<file path="src/rtl/grain_area_histogram_assert.svh">
// Assertion macros for the grain area histogram block.
// Each macro expects i_clk and i_rst_n to be visible where it is used.
`ifndef GRAIN_AREA_HISTOGRAM_ASSERT_SVH
`define GRAIN_AREA_HISTOGRAM_ASSERT_SVH

// Same-cycle implication, held off during reset
`define GAH_ASSERT_IMPL(lbl, ante, cons, msg) \
    lbl: assert property (@(posedge i_clk) disable iff (!i_rst_n) (ante) |-> (cons)) \
        else $error(msg);

// Next-cycle implication, held off during reset
`define GAH_ASSERT_NEXT(lbl, ante, cons, msg) \
    lbl: assert property (@(posedge i_clk) disable iff (!i_rst_n) (ante) |=> (cons)) \
        else $error(msg);

`endif

</file>
<file path="src/rtl/gah_pkg.sv">
// Shared types and constants for the grain area histogram block.
// No dependencies.
package gah_pkg;

    localparam int AREA_W            = 32;
    localparam int GID_W             = 10;
    localparam int GCNT_W            = 11;
    localparam int GT_W              = 11;
    localparam logic [GT_W-1:0] GT_MAX = '1;
    localparam int DEF_MAX_GRAINS    = 1024;
    localparam int DEF_MAX_BIN_ATOMS = 64;
    localparam int DEF_HIST_BINS     = 25;
    localparam int QUEUE_DEPTH       = 2;
    localparam int QCW               = $clog2(QUEUE_DEPTH + 1);
    localparam int PADDR_W           = 4;

    // Request opcodes
    typedef enum logic {
        OP_ATOM,
        OP_FINISH
    } t_op;

    // Register indexes on the APB port
    typedef enum logic [1:0] {
        REG_BIN_AREA,
        REG_GRAIN_COUNT,
        REG_BOX_AREA
    } t_reg;

    // Back-end sequencer states
    typedef enum logic [3:0] {
        BS_CLEAR, BS_IDLE, BS_SHARE, BS_MRD, BS_MWAIT, BS_AUPD,
        BS_SRD, BS_SCMP, BS_RANGE, BS_HRD, BS_HMUL, BS_HDS, BS_HDIV,
        BS_CMUL, BS_CDS, BS_CDIV
    } t_bs;

    // Back-end status towards the top level
    typedef struct packed {
        logic clearing;
        logic active;
    } t_back_stat;

endpackage

</file>
<file path="src/rtl/gah_front.sv">
// Front end: takes requests, buffers the atoms of the open bin in the member RAM
// (two banks) and queues close and finish requests. Depends on gah_pkg.
module gah_front #(
    parameter int MAX_BIN_ATOMS = gah_pkg::DEF_MAX_BIN_ATOMS,
    parameter int MAW  = (MAX_BIN_ATOMS > 1) ? $clog2(MAX_BIN_ATOMS) : 1,
    parameter int CNTW = $clog2(MAX_BIN_ATOMS + 1)
) (
    input  logic                     i_clk,
    input  logic                     i_rst_n,
    input  logic                     i_accept,
    input  logic                     i_opcode,
    input  logic [gah_pkg::GID_W-1:0] i_grain_id,
    input  logic                     i_last_in_bin,
    output logic                     o_mem_we,
    output logic [MAW:0]             o_mem_waddr,
    output logic [gah_pkg::GID_W-1:0] o_mem_wdata,
    output logic                     o_push,
    output logic [CNTW+1:0]          o_cmd
);
    import gah_pkg::*;

    typedef struct packed {
        t_op             op;
        logic            bank;
        logic [CNTW-1:0] count;
    } t_cmd;

    logic            r_bank;
    logic [CNTW-1:0] r_cnt;
    logic            full;
    logic            is_atom;
    t_cmd            cmd;

    assign is_atom = (t_op'(i_opcode) == OP_ATOM);
    assign full    = (r_cnt == CNTW'(MAX_BIN_ATOMS));

    // member buffer write, atoms beyond a full buffer are dropped
    assign o_mem_we    = i_accept && is_atom && !full;
    assign o_mem_waddr = {r_bank, r_cnt[MAW-1:0]};
    assign o_mem_wdata = i_grain_id;

    // close on the last atom of a bin, finish on opcode
    always_comb begin
        cmd.op    = is_atom ? OP_ATOM : OP_FINISH;
        cmd.bank  = r_bank;
        cmd.count = full ? r_cnt : r_cnt + CNTW'(1);
    end
    assign o_push = i_accept && (!is_atom || i_last_in_bin);
    assign o_cmd  = cmd;

    // bank and fill count of the open bin
    always_ff @(posedge i_clk) begin
        if (!i_rst_n) begin
            r_bank <= 1'b0;
            r_cnt  <= '0;
        end else if (i_accept) begin
            if (!is_atom) begin
                r_cnt <= '0;
            end else if (i_last_in_bin) begin
                r_cnt  <= '0;
                r_bank <= ~r_bank;
            end else if (!full) begin
                r_cnt <= r_cnt + CNTW'(1);
            end
        end
    end
endmodule

</file>
<file path="config.mk">
export PLATFORM = sky130hd
export DESIGN_NAME = gah_front
export DESIGN_NICKNAME = d
export VERILOG_FILES = /design/src/rtl/grain_area_histogram_assert.svh /design/src/rtl/gah_pkg.sv /design/src/rtl/gah_front.sv
export SDC_FILE = /design/constraint.sdc
export NUM_CORES = 1
export LEC_CHECK = 0
export BUFFER_PORTS_ARGS = -buffer_cell sky130_fd_sc_hd__buf_2
export CAP_MARGIN = 15
export CORE_UTILIZATION = 39
export CTS_BUF_LIST = sky130_fd_sc_hd__clkbuf_4 sky130_fd_sc_hd__clkbuf_8
export DETAILED_ROUTE_END_ITERATION = 8
export PLACE_DENSITY = 0.85
export SLEW_MARGIN = 40
export SYNTH_ARGS = -nofsm -noshare
export SYNTH_HDL_FRONTEND = slang
export SYNTH_SLANG_ARGS = --single-unit
</file>
<file path="constraint.sdc">
create_clock -name i_clk -period 1.5 [get_ports i_clk]
set_clock_uncertainty 0.15 [all_clocks]
set_input_delay 0.3 -clock i_clk [delete_from_list [all_inputs] [get_ports i_clk]]
set_output_delay 0.3 -clock i_clk [all_outputs]
set_load 0.02 [all_outputs]
</file>
==> metrics <==
outcome=finished with violations; failing checks=design-rule violations, negative setup slack; Final nets=129; DRT antenna net count=0; Hold Crit Start=i_rst_n; H-tree levels=1; xor/xnor share of the synthesized area=7.865%; Setup Viol. Count Final=12; synthesized area=between 600 and 700 um^2; # diodes=0; post-synthesis net count=99; GRT overflow=0; CTS tree=done; CTS Sinks=8; clock root buffer=clkbuf_4; top-level port count=43; Simple-Gate Fraction of Synth Area=about a quarter; Crit. Startpoint=r_cnt[1]; core area=1559 um^2; Rows=14; pwr/cell area=between 500 and 600 nW/um^2; chip width=43.39 um; Slew @ Worst Pin=301.2 ps; Setup WS pre-CTS=-164.3 ps; Crit Path Max Fanout=4; #FFs+latches synth=8; Clock transition at path regs=60 ps; Slew Limit Headroom=approximately four fifths; CP endpoint kind=primary output; GPL Wtd Cong=around 0.85; R2R cell count=8; iteration count of the initial detailed-routing pass=7; 1st-iter DRT viols=17; Seq/Total Area, Yosys=23.97%; Placed Cells=120; R2R Setup Slk=-110 ps; routed len/inst=15.32 um; CTS Buf Count=3; worst hold-check path type=primary input to register; Final Hold Viols=0; fraction of layout cells with a size suffix above 1=67.57%; worst setup margin=-419.5 ps; Die Area=1883 um^2; crit path DAT=around 1500 ps; Longest Clk Path Bufs=2; min Tclk post-route=1919 ps; largest area contributor in the netlist=dfxtp_1; Peak Freq=521.0 MHz; fin. max-slew vios=0; count of input and output buffers=22; Via-to-Cell Ratio=5.339; Yosys top cell area share=23.97%; main combinational cell family by area after synthesis=simple AND/OR/NAND/NOR gates; Die H=43.39 um; period utilization=128.0%; Leakage=0.4873 nW; Tot Pwr=0.5393 mW; final cell count without fillers=127; via count=678; largest net degree at the start of global routing=9; vias in the first global route=approximately 670; Layout area overhead=60.67%; drt drc=6; hpwl dp=around 1300 um; initial core utilization=42.86%; first-pass GRT wire length=slightly below 3000 um; mean cell area of the mapped netlist=8.148 um^2; Clk Latency, worst-skew pair=~270 ps; Netlist cell types=27; Crit Path Class=register to primary output; Yosys warning count=0; adder and majority gate portion of the synthesized area=3.745%; reg-to-reg startpoint=r_cnt[0]; Worst R2R End=r_cnt[0]; CP Data Required Time=~1100 ps; initial antenna violation count=0; crit path to=o_cmd[0]; Post-Route WL=a little under 2000 um; post-synthesis compound-gate area fraction=14.79%; Synth Instances=82; RSZ-0062 raised after global routing=true; maximum capacitance violations=0; mux cell area share after synthesis=0%; synth top area cells=dfxtp_1 (24%), buf_4 (21%), xnor2_1 (5.2%); maximum vdd drop=around 0.0004 V; startpoint types=register; Total GRT Usage=21.62%
## per-layer routing
metal	track usage (%)	vias to the layer above	part of all wire, %
met5	0	-	0
met4	21.25	0	5.0
met3	3.333	11	5.8
met2	37.27	30	51
met1	21.73	320	38
li1	-	317	-
## Yosys cell counts
library cell	count
buf_2	1
nor2b_1	4
a31o_1	1
nor3_2	1
nand2b_1	2
nand3b_1	1
nand4_1	1
nor3b_1	3
buf_4	19
a41oi_2	1
and3_1	4
o21a_1	3
xor2_1	2
o21ai_0	1
a21boi_0	1
ha_1	2
xnor2_1	4
nor2_1	5
nand3_1	2
nand2_1	3
o21ai_1	1
o32ai_1	1
dfxtp_1	8
inv_1	4
a21oi_1	5
and4_1	1
or3b_4	1
## flip-flops by register name, indices dropped and copies added, names as in the netlist
signal,count
r_cnt,7
r_bank,1
## through the flow
| stage | util [%] | setup TNS (ps) | hold slack [ps] | instance area (um^2) |
|---|---|---|---|---|
| 2_1_floorplan | - | -190.0 | 284.7 | 757.0 |
| 3_3_place_gp | 57.06 | -466.1 | 363.7 | 889.6 |
| 3_5_place_dp | 57.06 | -716.5 | 374.7 | 889.6 |
| 4_1_cts | 64.69 | -2420 | 134.1 | 1008 |
| 5_1_grt | 68.86 | -3330 | 143.7 | 1074 |
| 6_report | 68.86 | -2700 | 146.1 | 1074 |
## what timing repair did
item,CTS,global route
pin swaps,9,8
hold buffers,0,0
gates cloned,0,0
setup buffers,1,3
endpoints found under the hold margin,0,0
setup endpoints to repair,11,12
gates resized for setup,22,10
## kinds of logic after synthesis
group,count (synthesis)
simple gates,28
fa+ha+maj,2
flops,8
xor+xnor,6
compound gates,14
buf+inv,24
## worst min path at each step
| stage | slack, ps | depth (start not counted) | to |
|---|---|---|---|
| floorplan | 280 | 1 | r_cnt[5] |
| global placement | 360 | 2 | r_bank |
| detailed placement | 370 | 2 | r_bank |
| CTS | 130 | 2 | r_cnt[5] |
| global route | 140 | 2 | r_cnt[5] |
| finish | 150 | 2 | r_cnt[5] |
## layout make-up
class                   instances  area, um^2
repair buffers                 45       332.8
flip-flops and latches          8       171.4
well taps                      16       20.02
inverters                       4       20.02
clock buffers                   4       30.03
fillers                       112       485.5
multi-input cells              50       499.2
## where the power goes
group	total, mW	switching [mW]	internal, mW
clock network	0.207	0.0862	0.121
registers	0.218	0.00459	0.213
logic	0.114	0.0571	0.0573
total	0.539	0.148	0.391
## layout by cell type, fill, tap and decap left out, drive strengths merged
cell and n:
nor3b 3, xor2 2, a31o 1, nand3 2, nand2b 2, a21boi 1
or3b 1, o32ai 1, clkbuf 4, and4 1, a41oi 1, nor2 5
buf 45, a21oi 5, ha 2, nor2b 4, xnor2 4, nand3b 1
o21a 3, nand4 1, nand2 3, dfxtp 8, inv 4, o21ai 2
nor3 1, and3 4
## critical path, stage by stage (launching register included)
cell and delay (ps):
dfxtp_4 370, inv_4 60, ha_4 120, nor2b_4 140, and4_4 260, xnor2_2 110
buf_4 150
Note: power is estimated with default switching activity, not from simulation.
