## config.mk

```make
export PLATFORM = sky130hd
export DESIGN_NAME = gah_cmd_queue
export DESIGN_NICKNAME = d
export VERILOG_FILES = /design/src/rtl/grain_area_histogram_assert.svh /design/src/rtl/gah_pkg.sv /design/src/rtl/gah_cmd_queue.sv
export SDC_FILE = /design/constraint.sdc
export NUM_CORES = 1
export LEC_CHECK = 0
export CORE_UTILIZATION = 55
export CTS_BUF_LIST = sky130_fd_sc_hd__clkbuf_2
export DETAILED_ROUTE_END_ITERATION = 10
export DONT_BUFFER_PORTS = 1
export PLACE_DENSITY = 0.72
export SYNTH_ARGS = -nofsm -noshare
export SYNTH_HDL_FRONTEND = slang
export SYNTH_SLANG_ARGS = --single-unit
```

## constraint.sdc

```tcl
create_clock -name i_clk -period 1.3 [get_ports i_clk]
set_input_delay 0.065 -clock i_clk [delete_from_list [all_inputs] [get_ports i_clk]]
set_output_delay 0.065 -clock i_clk [all_outputs]
set_load 0.1 [all_outputs]
```

## src/rtl/grain_area_histogram_assert.svh

```systemverilog
// Assertion macros for the grain area histogram block.
// Each macro expects i_clk and i_rst_n to be visible where it is used.
`ifndef GRAIN_AREA_HISTOGRAM_ASSERT_SVH
`define GRAIN_AREA_HISTOGRAM_ASSERT_SVH

// Same-cycle implication, held off during reset
`define GAH_ASSERT_IMPL(lbl, ante, cons, msg) \
    lbl: assert property (@(posedge i_clk) disable iff (!i_rst_n) (ante) |-> (cons)) \
        else $error(msg);

// Next-cycle implication, held off during reset
`define GAH_ASSERT_NEXT(lbl, ante, cons, msg) \
    lbl: assert property (@(posedge i_clk) disable iff (!i_rst_n) (ante) |=> (cons)) \
        else $error(msg);

`endif

```

## src/rtl/gah_pkg.sv

```systemverilog
// Shared types and constants for the grain area histogram block.
// No dependencies.
package gah_pkg;

    localparam int AREA_W            = 32;
    localparam int GID_W             = 10;
    localparam int GCNT_W            = 11;
    localparam int GT_W              = 11;
    localparam logic [GT_W-1:0] GT_MAX = '1;
    localparam int DEF_MAX_GRAINS    = 1024;
    localparam int DEF_MAX_BIN_ATOMS = 64;
    localparam int DEF_HIST_BINS     = 25;
    localparam int QUEUE_DEPTH       = 2;
    localparam int QCW               = $clog2(QUEUE_DEPTH + 1);
    localparam int PADDR_W           = 4;

    // Request opcodes
    typedef enum logic {
        OP_ATOM,
        OP_FINISH
    } t_op;

    // Register indexes on the APB port
    typedef enum logic [1:0] {
        REG_BIN_AREA,
        REG_GRAIN_COUNT,
        REG_BOX_AREA
    } t_reg;

    // Back-end sequencer states
    typedef enum logic [3:0] {
        BS_CLEAR, BS_IDLE, BS_SHARE, BS_MRD, BS_MWAIT, BS_AUPD,
        BS_SRD, BS_SCMP, BS_RANGE, BS_HRD, BS_HMUL, BS_HDS, BS_HDIV,
        BS_CMUL, BS_CDS, BS_CDIV
    } t_bs;

    // Back-end status towards the top level
    typedef struct packed {
        logic clearing;
        logic active;
    } t_back_stat;

endpackage

```

## src/rtl/gah_cmd_queue.sv

```systemverilog
// Two-entry request queue between the front end and the back end.
// Depends on gah_pkg for the queue depth.
module gah_cmd_queue #(
    parameter int W = 9
) (
    input  logic                   i_clk,
    input  logic                   i_rst_n,
    input  logic                   i_push,
    input  logic [W-1:0]           i_din,
    input  logic                   i_pop,
    output logic [W-1:0]           o_dout,
    output logic [gah_pkg::QCW-1:0] o_count
);
    import gah_pkg::*;

    localparam int PW = $clog2(QUEUE_DEPTH);

    logic [W-1:0]   r_buf [QUEUE_DEPTH];
    logic [PW-1:0]  r_wp;
    logic [PW-1:0]  r_rp;
    logic [QCW-1:0] r_count;

    // pointers and fill count
    always_ff @(posedge i_clk) begin
        if (!i_rst_n) begin
            r_wp    <= '0;
            r_rp    <= '0;
            r_count <= '0;
        end else begin
            if (i_push) begin
                r_wp <= r_wp + PW'(1);
            end
            if (i_pop) begin
                r_rp <= r_rp + PW'(1);
            end
            r_count <= r_count + QCW'(i_push) - QCW'(i_pop);
        end
    end

    // storage
    always_ff @(posedge i_clk) begin
        if (i_push) begin
            r_buf[r_wp] <= i_din;
        end
    end

    assign o_dout  = r_buf[r_rp];
    assign o_count = r_count;
endmodule

```

==> results of run 1 <==
[flip-flops by register name, indices dropped and copies added, names as in the netlist, named ones only]
name	cells
r_buf	18
r_wp	1
o_count	2
r_rp	1
[layout make-up]
cell class | count | share of cell area [%]
clock buffer | 3 | 1.32
clock inverter | 1 | 0.440
inverter | 2 | 0.660
multi-input combinational | 21 | 23.1
sequential | 23 | 57.0
tap | 15 | 1.65
timing repair buffer | 18 | 15.8
[worst paths after layout]
check	start	to	slack (ns)	cells after the start
worst max-delay path	flop	o_dout[2]	-0.06	2
worst min-delay path	i_push	r_wp	0.06	2
worst max register to register	o_count[0]	o_count[1]	0.04	6
worst min register to register	r_rp	r_rp	0.62	2
[power by group]
group,internal [uW],switching [uW]
sequential,852,23.7
clock,69.7,219
combinational,170,404
[Yosys cell counts (all sizes together)]
cell type	number	area share [%]
o21a	1	0.87
xnor3	1	2.6
ha	2	2.9
nor2b	3	2.5
and2	4	2.9
inv	2	0.87
mux2	9	12
edfxtp	18	62
buf	1	0.87
xor2	1	1.0
dfxtp	5	12
[per-stage QoR]
stage | setup TNS (ns) | cells | hold slack [ns]
after floorplan | -0.138 | 47 | 0.164
after global placement | 0 | 65 | 0.164
after detailed placement | 0 | 65 | 0.164
after CTS | -0.585 | 82 | 0.159
after global routing | -1.01 | 83 | 0.0494
final | -0.546 | 83 | 0.0561
[routing by layer]
metal,GRT usage [%],vias up,part of all wire (%)
li1,-,212,-
met1,20.8,222,40
met2,33.8,14,56
met3,3.91,0,3.7
met4,11.6,0,0
met5,0,-,0
[worst max-delay path, stage by stage, from the launching register on]
cell and delay [ns]:
dfxtp_2 0.39, buf_12 0.14, mux2_4 0.44
[logic make-up (layout without fill, tap and decap cells)]
kind of cell,count (synthesis),count (layout),share of synthesized area [%]
flip-flops,23,23,73.9
multiplexers,9,9,11.7
AND/OR/NAND/NOR,7,7,5.34
buffers and inverters,3,24,1.73
adder cells (fa/ha/maj),2,2,2.89
XOR/XNOR,2,2,3.61
AO/OA/AOI/OAI,1,1,0.866
[timing repair]
item	CTS	global route
pin swaps	0	0
hold buffers	13	1
buffers inserted	0	1
endpoints found under the hold margin	23	1
resized for setup	10	6
setup endpoints to repair	9	11
==> flow_metrics.env, run 1 <==
export IMPL_status="finished, violations left"
export IMPL_violations="negative setup slack"
export IMPL_syn_inst=47
export IMPL_place_ws_ns=0.0920
export IMPL_fin_util_pct=82.3
export IMPL_cts_buffers=3
export IMPL_clock_skew_ns=0.0158
export IMPL_max_freq_mhz=734
export IMPL_avgRoutedWirePerCell_um=18.4
export IMPL_drt_iter0_drc=9
export IMPL_min_path_type="input pin to flop"
export IMPL_hold_viol_final=0
export IMPL_portBuffers=0
export IMPL_grt_usage_pct=19.1
export IMPL_rsz0062_at_grt="yes"
export IMPL_floorplan_rows=13
export IMPL_h_tree_depth=1
export IMPL_n_antenna_cell=0
export IMPL_grt_overflow=0
export IMPL_coreArea_um2=1380
export IMPL_arrival_ns=1.30
export IMPL_end_kind="output pin"
export IMPL_ir_drop_v=0.00117
export IMPL_die_h_um=41.7
export IMPL_cts_root_buf="clkbuf_2"
export IMPL_clk_latency_ns=0.34
export IMPL_cts_tree="yes"
export IMPL_initial_core_util_pct=62.7
export IMPL_drv_cap=0
export IMPL_grt_max_degree=14
export IMPL_ys_seq_area_share_pct=73.9
export IMPL_n_fill_cell=60
export IMPL_syn2layout_area_growth_pct=31.2
export IMPL_fin_area_um2=1140
export IMPL_fp_dieW_um=41.7
export IMPL_setup_viol=9
export IMPL_grt_pass1_wl_mm=2.35
export IMPL_final_cell_mix="edfxtp_1 (18), dlygate4sd3_1 (13), mux2_4 (9)"
export IMPL_dr_total_vias=448
export IMPL_synth_fp_nets=62
export IMPL_syn_area_per_cell_um2=18.4
export IMPL_final_antenna_net_count=0
export IMPL_worstPathMaxFanout=9
export IMPL_synth_seq_cells=23
export IMPL_drc=0
export IMPL_powerDensity_nw_per_um2=1530
export IMPL_synth_warnings=0
export IMPL_slew_viol_final=0
export IMPL_timing_final_ws_setup_ns=-0.0628
export IMPL_regArea_um2=648
export IMPL_start_kind="flop"
export IMPL_post_route_period_util_pct=105
export IMPL_synth_area_um2=867
export IMPL_cts_sinks=23
export IMPL_final_common_cell="edfxtp_1"
export IMPL_place_area_um2=926
export IMPL_dieArea_um2=1740
export IMPL_io_pin_count=24
export IMPL_layout_min_cycle_time_ns=1.36
export IMPL_place_congestion=0.667
export IMPL_drive_gt1_share_pct=41.2
export IMPL_antenna_found_initial=0
export IMPL_nets=84
export IMPL_worstMarginPinSlew_ns=0.409
export IMPL_clockBufferDepth=2
export IMPL_first_pass_iters=4
export IMPL_multiInputGateArea_um2=263
export IMPL_p_leak_uw=0.000441
export IMPL_crit_type="flop to output pin"
export IMPL_relSlewSlack_pct=72.8
export IMPL_grt_pass1_vias=490
export IMPL_ys_types=12
export IMPL_clkTransAtPathRegs_ns=0.20
export IMPL_wl_mm=1.53
export IMPL_vias_per_cell=5.40
export IMPL_total_power_uw=1740
export IMPL_worstPathRequired_ns=1.24
No activity file was read; power rests on OpenSTA's default activity.
==> run 2, diff against run 1 <==
- CORE_UTILIZATION: 55 -> 42
- PLACE_DENSITY: 0.72 -> 0.58
- TNS_END_PERCENT: default -> 5
==> run 2 against run 1 <==
The flow still finishes with violations (negative setup slack). Clock skew shrank 0.0086 ns. Setup slack gained 0.011 ns. Worst hold slack gained 0.062 ns. Non-clock buffer count grew 2. Count of clock-buffer cells in the layout is the same. Clock power shrank 3%. Utilization shrank 23 points. Critical endpoint unchanged. Sequential cell count is the same. Die area grew 29%.
==> flow_metrics.env, run 2 (synthesis results as in run 1) <==
export IMPL_p_seq_share_pct=50.7
export IMPL_coreArea_um2=1940
export IMPL_vias_per_cell=4.69
export IMPL_intPower_uw=1090
export IMPL_cp_slowest_stage_delay_ns=0.44
export IMPL_final_antenna_net_count=0
export IMPL_crit_slowest_cell="mux2_4"
export IMPL_cts_setup_buffers=0
export IMPL_place_ws_ns=0.0762
export IMPL_crit_chain="buf_6, mux2_4"
export IMPL_grt_max_degree=14
export IMPL_layout_min_cycle_time_ns=1.35
export IMPL_powerDensity_nw_per_um2=1490
export IMPL_crit_type="flop to output pin"
export IMPL_final_cell_mix="edfxtp_1 (18), dlygate4sd3_1 (12), mux2_4 (9)"
export IMPL_hold_viol_final=0
export IMPL_place_area_um2=951
export IMPL_cts_root_buf="clkbuf_2"
export IMPL_p_leak_uw=0.000449
export IMPL_clk_latency_ns=0.33
export IMPL_final_common_cell="edfxtp_1"
export IMPL_top_register="r_buf"
export IMPL_post_route_period_util_pct=104
export IMPL_start_kind="flop"
export IMPL_grt_pass1_vias=429
export IMPL_switching_power_uw=633
export IMPL_grt_overflow=0
export IMPL_cts_sinks=23
export IMPL_timing_final_ws_setup_ns=-0.0520
export IMPL_slew_viol_final=0
export IMPL_violations="negative setup slack"
export IMPL_initial_core_util_pct=44.7
export IMPL_first_pass_iters=4
export IMPL_nets=86
export IMPL_drive_gt1_share_pct=40.0
export IMPL_fp_dieW_um=47.4
export IMPL_fin_area_um2=1160
export IMPL_setup_viol=9
export IMPL_relSlewSlack_pct=80.1
export IMPL_ir_drop_v=0.000974
export IMPL_largest_reg_flops=18
export IMPL_min_path_type="input pin to flop"
export IMPL_dp_cells=80
export IMPL_end_kind="output pin"
export IMPL_max_freq_mhz=740
export IMPL_critical_path_buf_inv_count=1
export IMPL_worstPathMaxFanout=5
export IMPL_arrival_ns=1.29
export IMPL_combPwrFrac_pct=33.1
export IMPL_critPathTopFamily="multiplexers"
export IMPL_dieArea_um2=2250
export IMPL_cts_tree="yes"
export IMPL_place_hpwl_um=930
export IMPL_floorplan_rows=16
export IMPL_drc=0
export IMPL_pwr_share_clk_pct=16.2
export IMPL_rsz0062_at_grt="yes"
export IMPL_h_tree_depth=1
export IMPL_drt_iter0_drc=11
export IMPL_place_congestion=0.619
export IMPL_clockBufferDepth=2
export IMPL_antenna_found_initial=0
export IMPL_grt_usage_pct=13.4
export IMPL_wl_mm=1.39
export IMPL_worstMarginPinSlew_ns=0.300
export IMPL_status="finished, violations left"
export IMPL_worstPathRequired_ns=1.24
export IMPL_swShare_pct=36.7
export IMPL_avgRoutedWirePerCell_um=14.3
export IMPL_io_pin_count=24
export IMPL_n_antenna_cell=0
export IMPL_clkTransAtPathRegs_ns=0.21
export IMPL_drv_cap=0
export IMPL_syn2layout_area_growth_pct=33.3
export IMPL_cts_buffers=3
export IMPL_grt_pass1_wl_mm=1.88
export IMPL_portBuffers=0
export IMPL_dr_total_vias=455
export IMPL_clock_skew_ns=0.00715
export IMPL_die_h_um=47.4
export IMPL_stdcell_count=97
export IMPL_fin_util_pct=59.5
[run 2: cell count changes in the layout (fill, tap and decap cells not counted), sizes merged]
cell | previous run | this run
buf | 5 | 8
dlygate4sd3 | 13 | 12
[run 2: through the flow]
| stage | hold slack [ns] | power [uW] | TNS [ns] |
|---|---|---|---|
| 2_1_floorplan | 0.164 | 1320 | -0.138 |
| 3_3_place_gp | 0.164 | 1370 | 0 |
| 3_5_place_dp | 0.164 | 1380 | 0 |
| 4_1_cts | 0.112 | 1720 | -0.568 |
| 5_1_grt | 0.0961 | 1790 | -0.836 |
| 6_report | 0.118 | 1720 | -0.393 |
[run 2: cell type report]
cell class,count,area (um2)
Fill cell,147,786
Inverter,2,7.51
Timing Repair Buffer,20,188
Tap cell,27,33.8
Clock inverter,1,5.00
Multi-Input combinational cell,21,260
Clock buffer,3,15.0
Sequential cell,23,647
[run 2: path summary, 6_finish.rpt]
kind | from | endpoint | slack, ns | cells past startpoint
max | flop | o_dout[2] | -0.05 | 2
min | i_push | r_buf[1][5] | 0.12 | 2
max reg2reg | o_count[0] | o_count[1] | 0.07 | 6
min reg2reg | r_rp | r_rp | 0.60 | 2
[run 2: timing repair]
item,CTS,global route
hold buffers,12,0
gates cloned,1,0
hold endpoints to repair,23,0
setup endpoints to repair,9,10
resized for setup,13,2
[run 2: power by group through the flow]
stage | sequential (uW) | combinational [uW] | clock (uW)
detailed placement | 887 | 494 | 0
finish | 873 | 571 | 279
global route | 879 | 593 | 314
CTS | 874 | 562 | 283
floorplan | 986 | 335 | 0
global placement | 883 | 485 | 0
[run 2: per-layer routing]
metal  share of wire [%]  global-route usage, %  up-vias
met3                 4.1                   3.40        4
met5                   0                      0        -
met1                  39                   16.5      221
li1                    -                      -      217
met2                  56                   20.3       13
met4                 1.7                   10.3        0
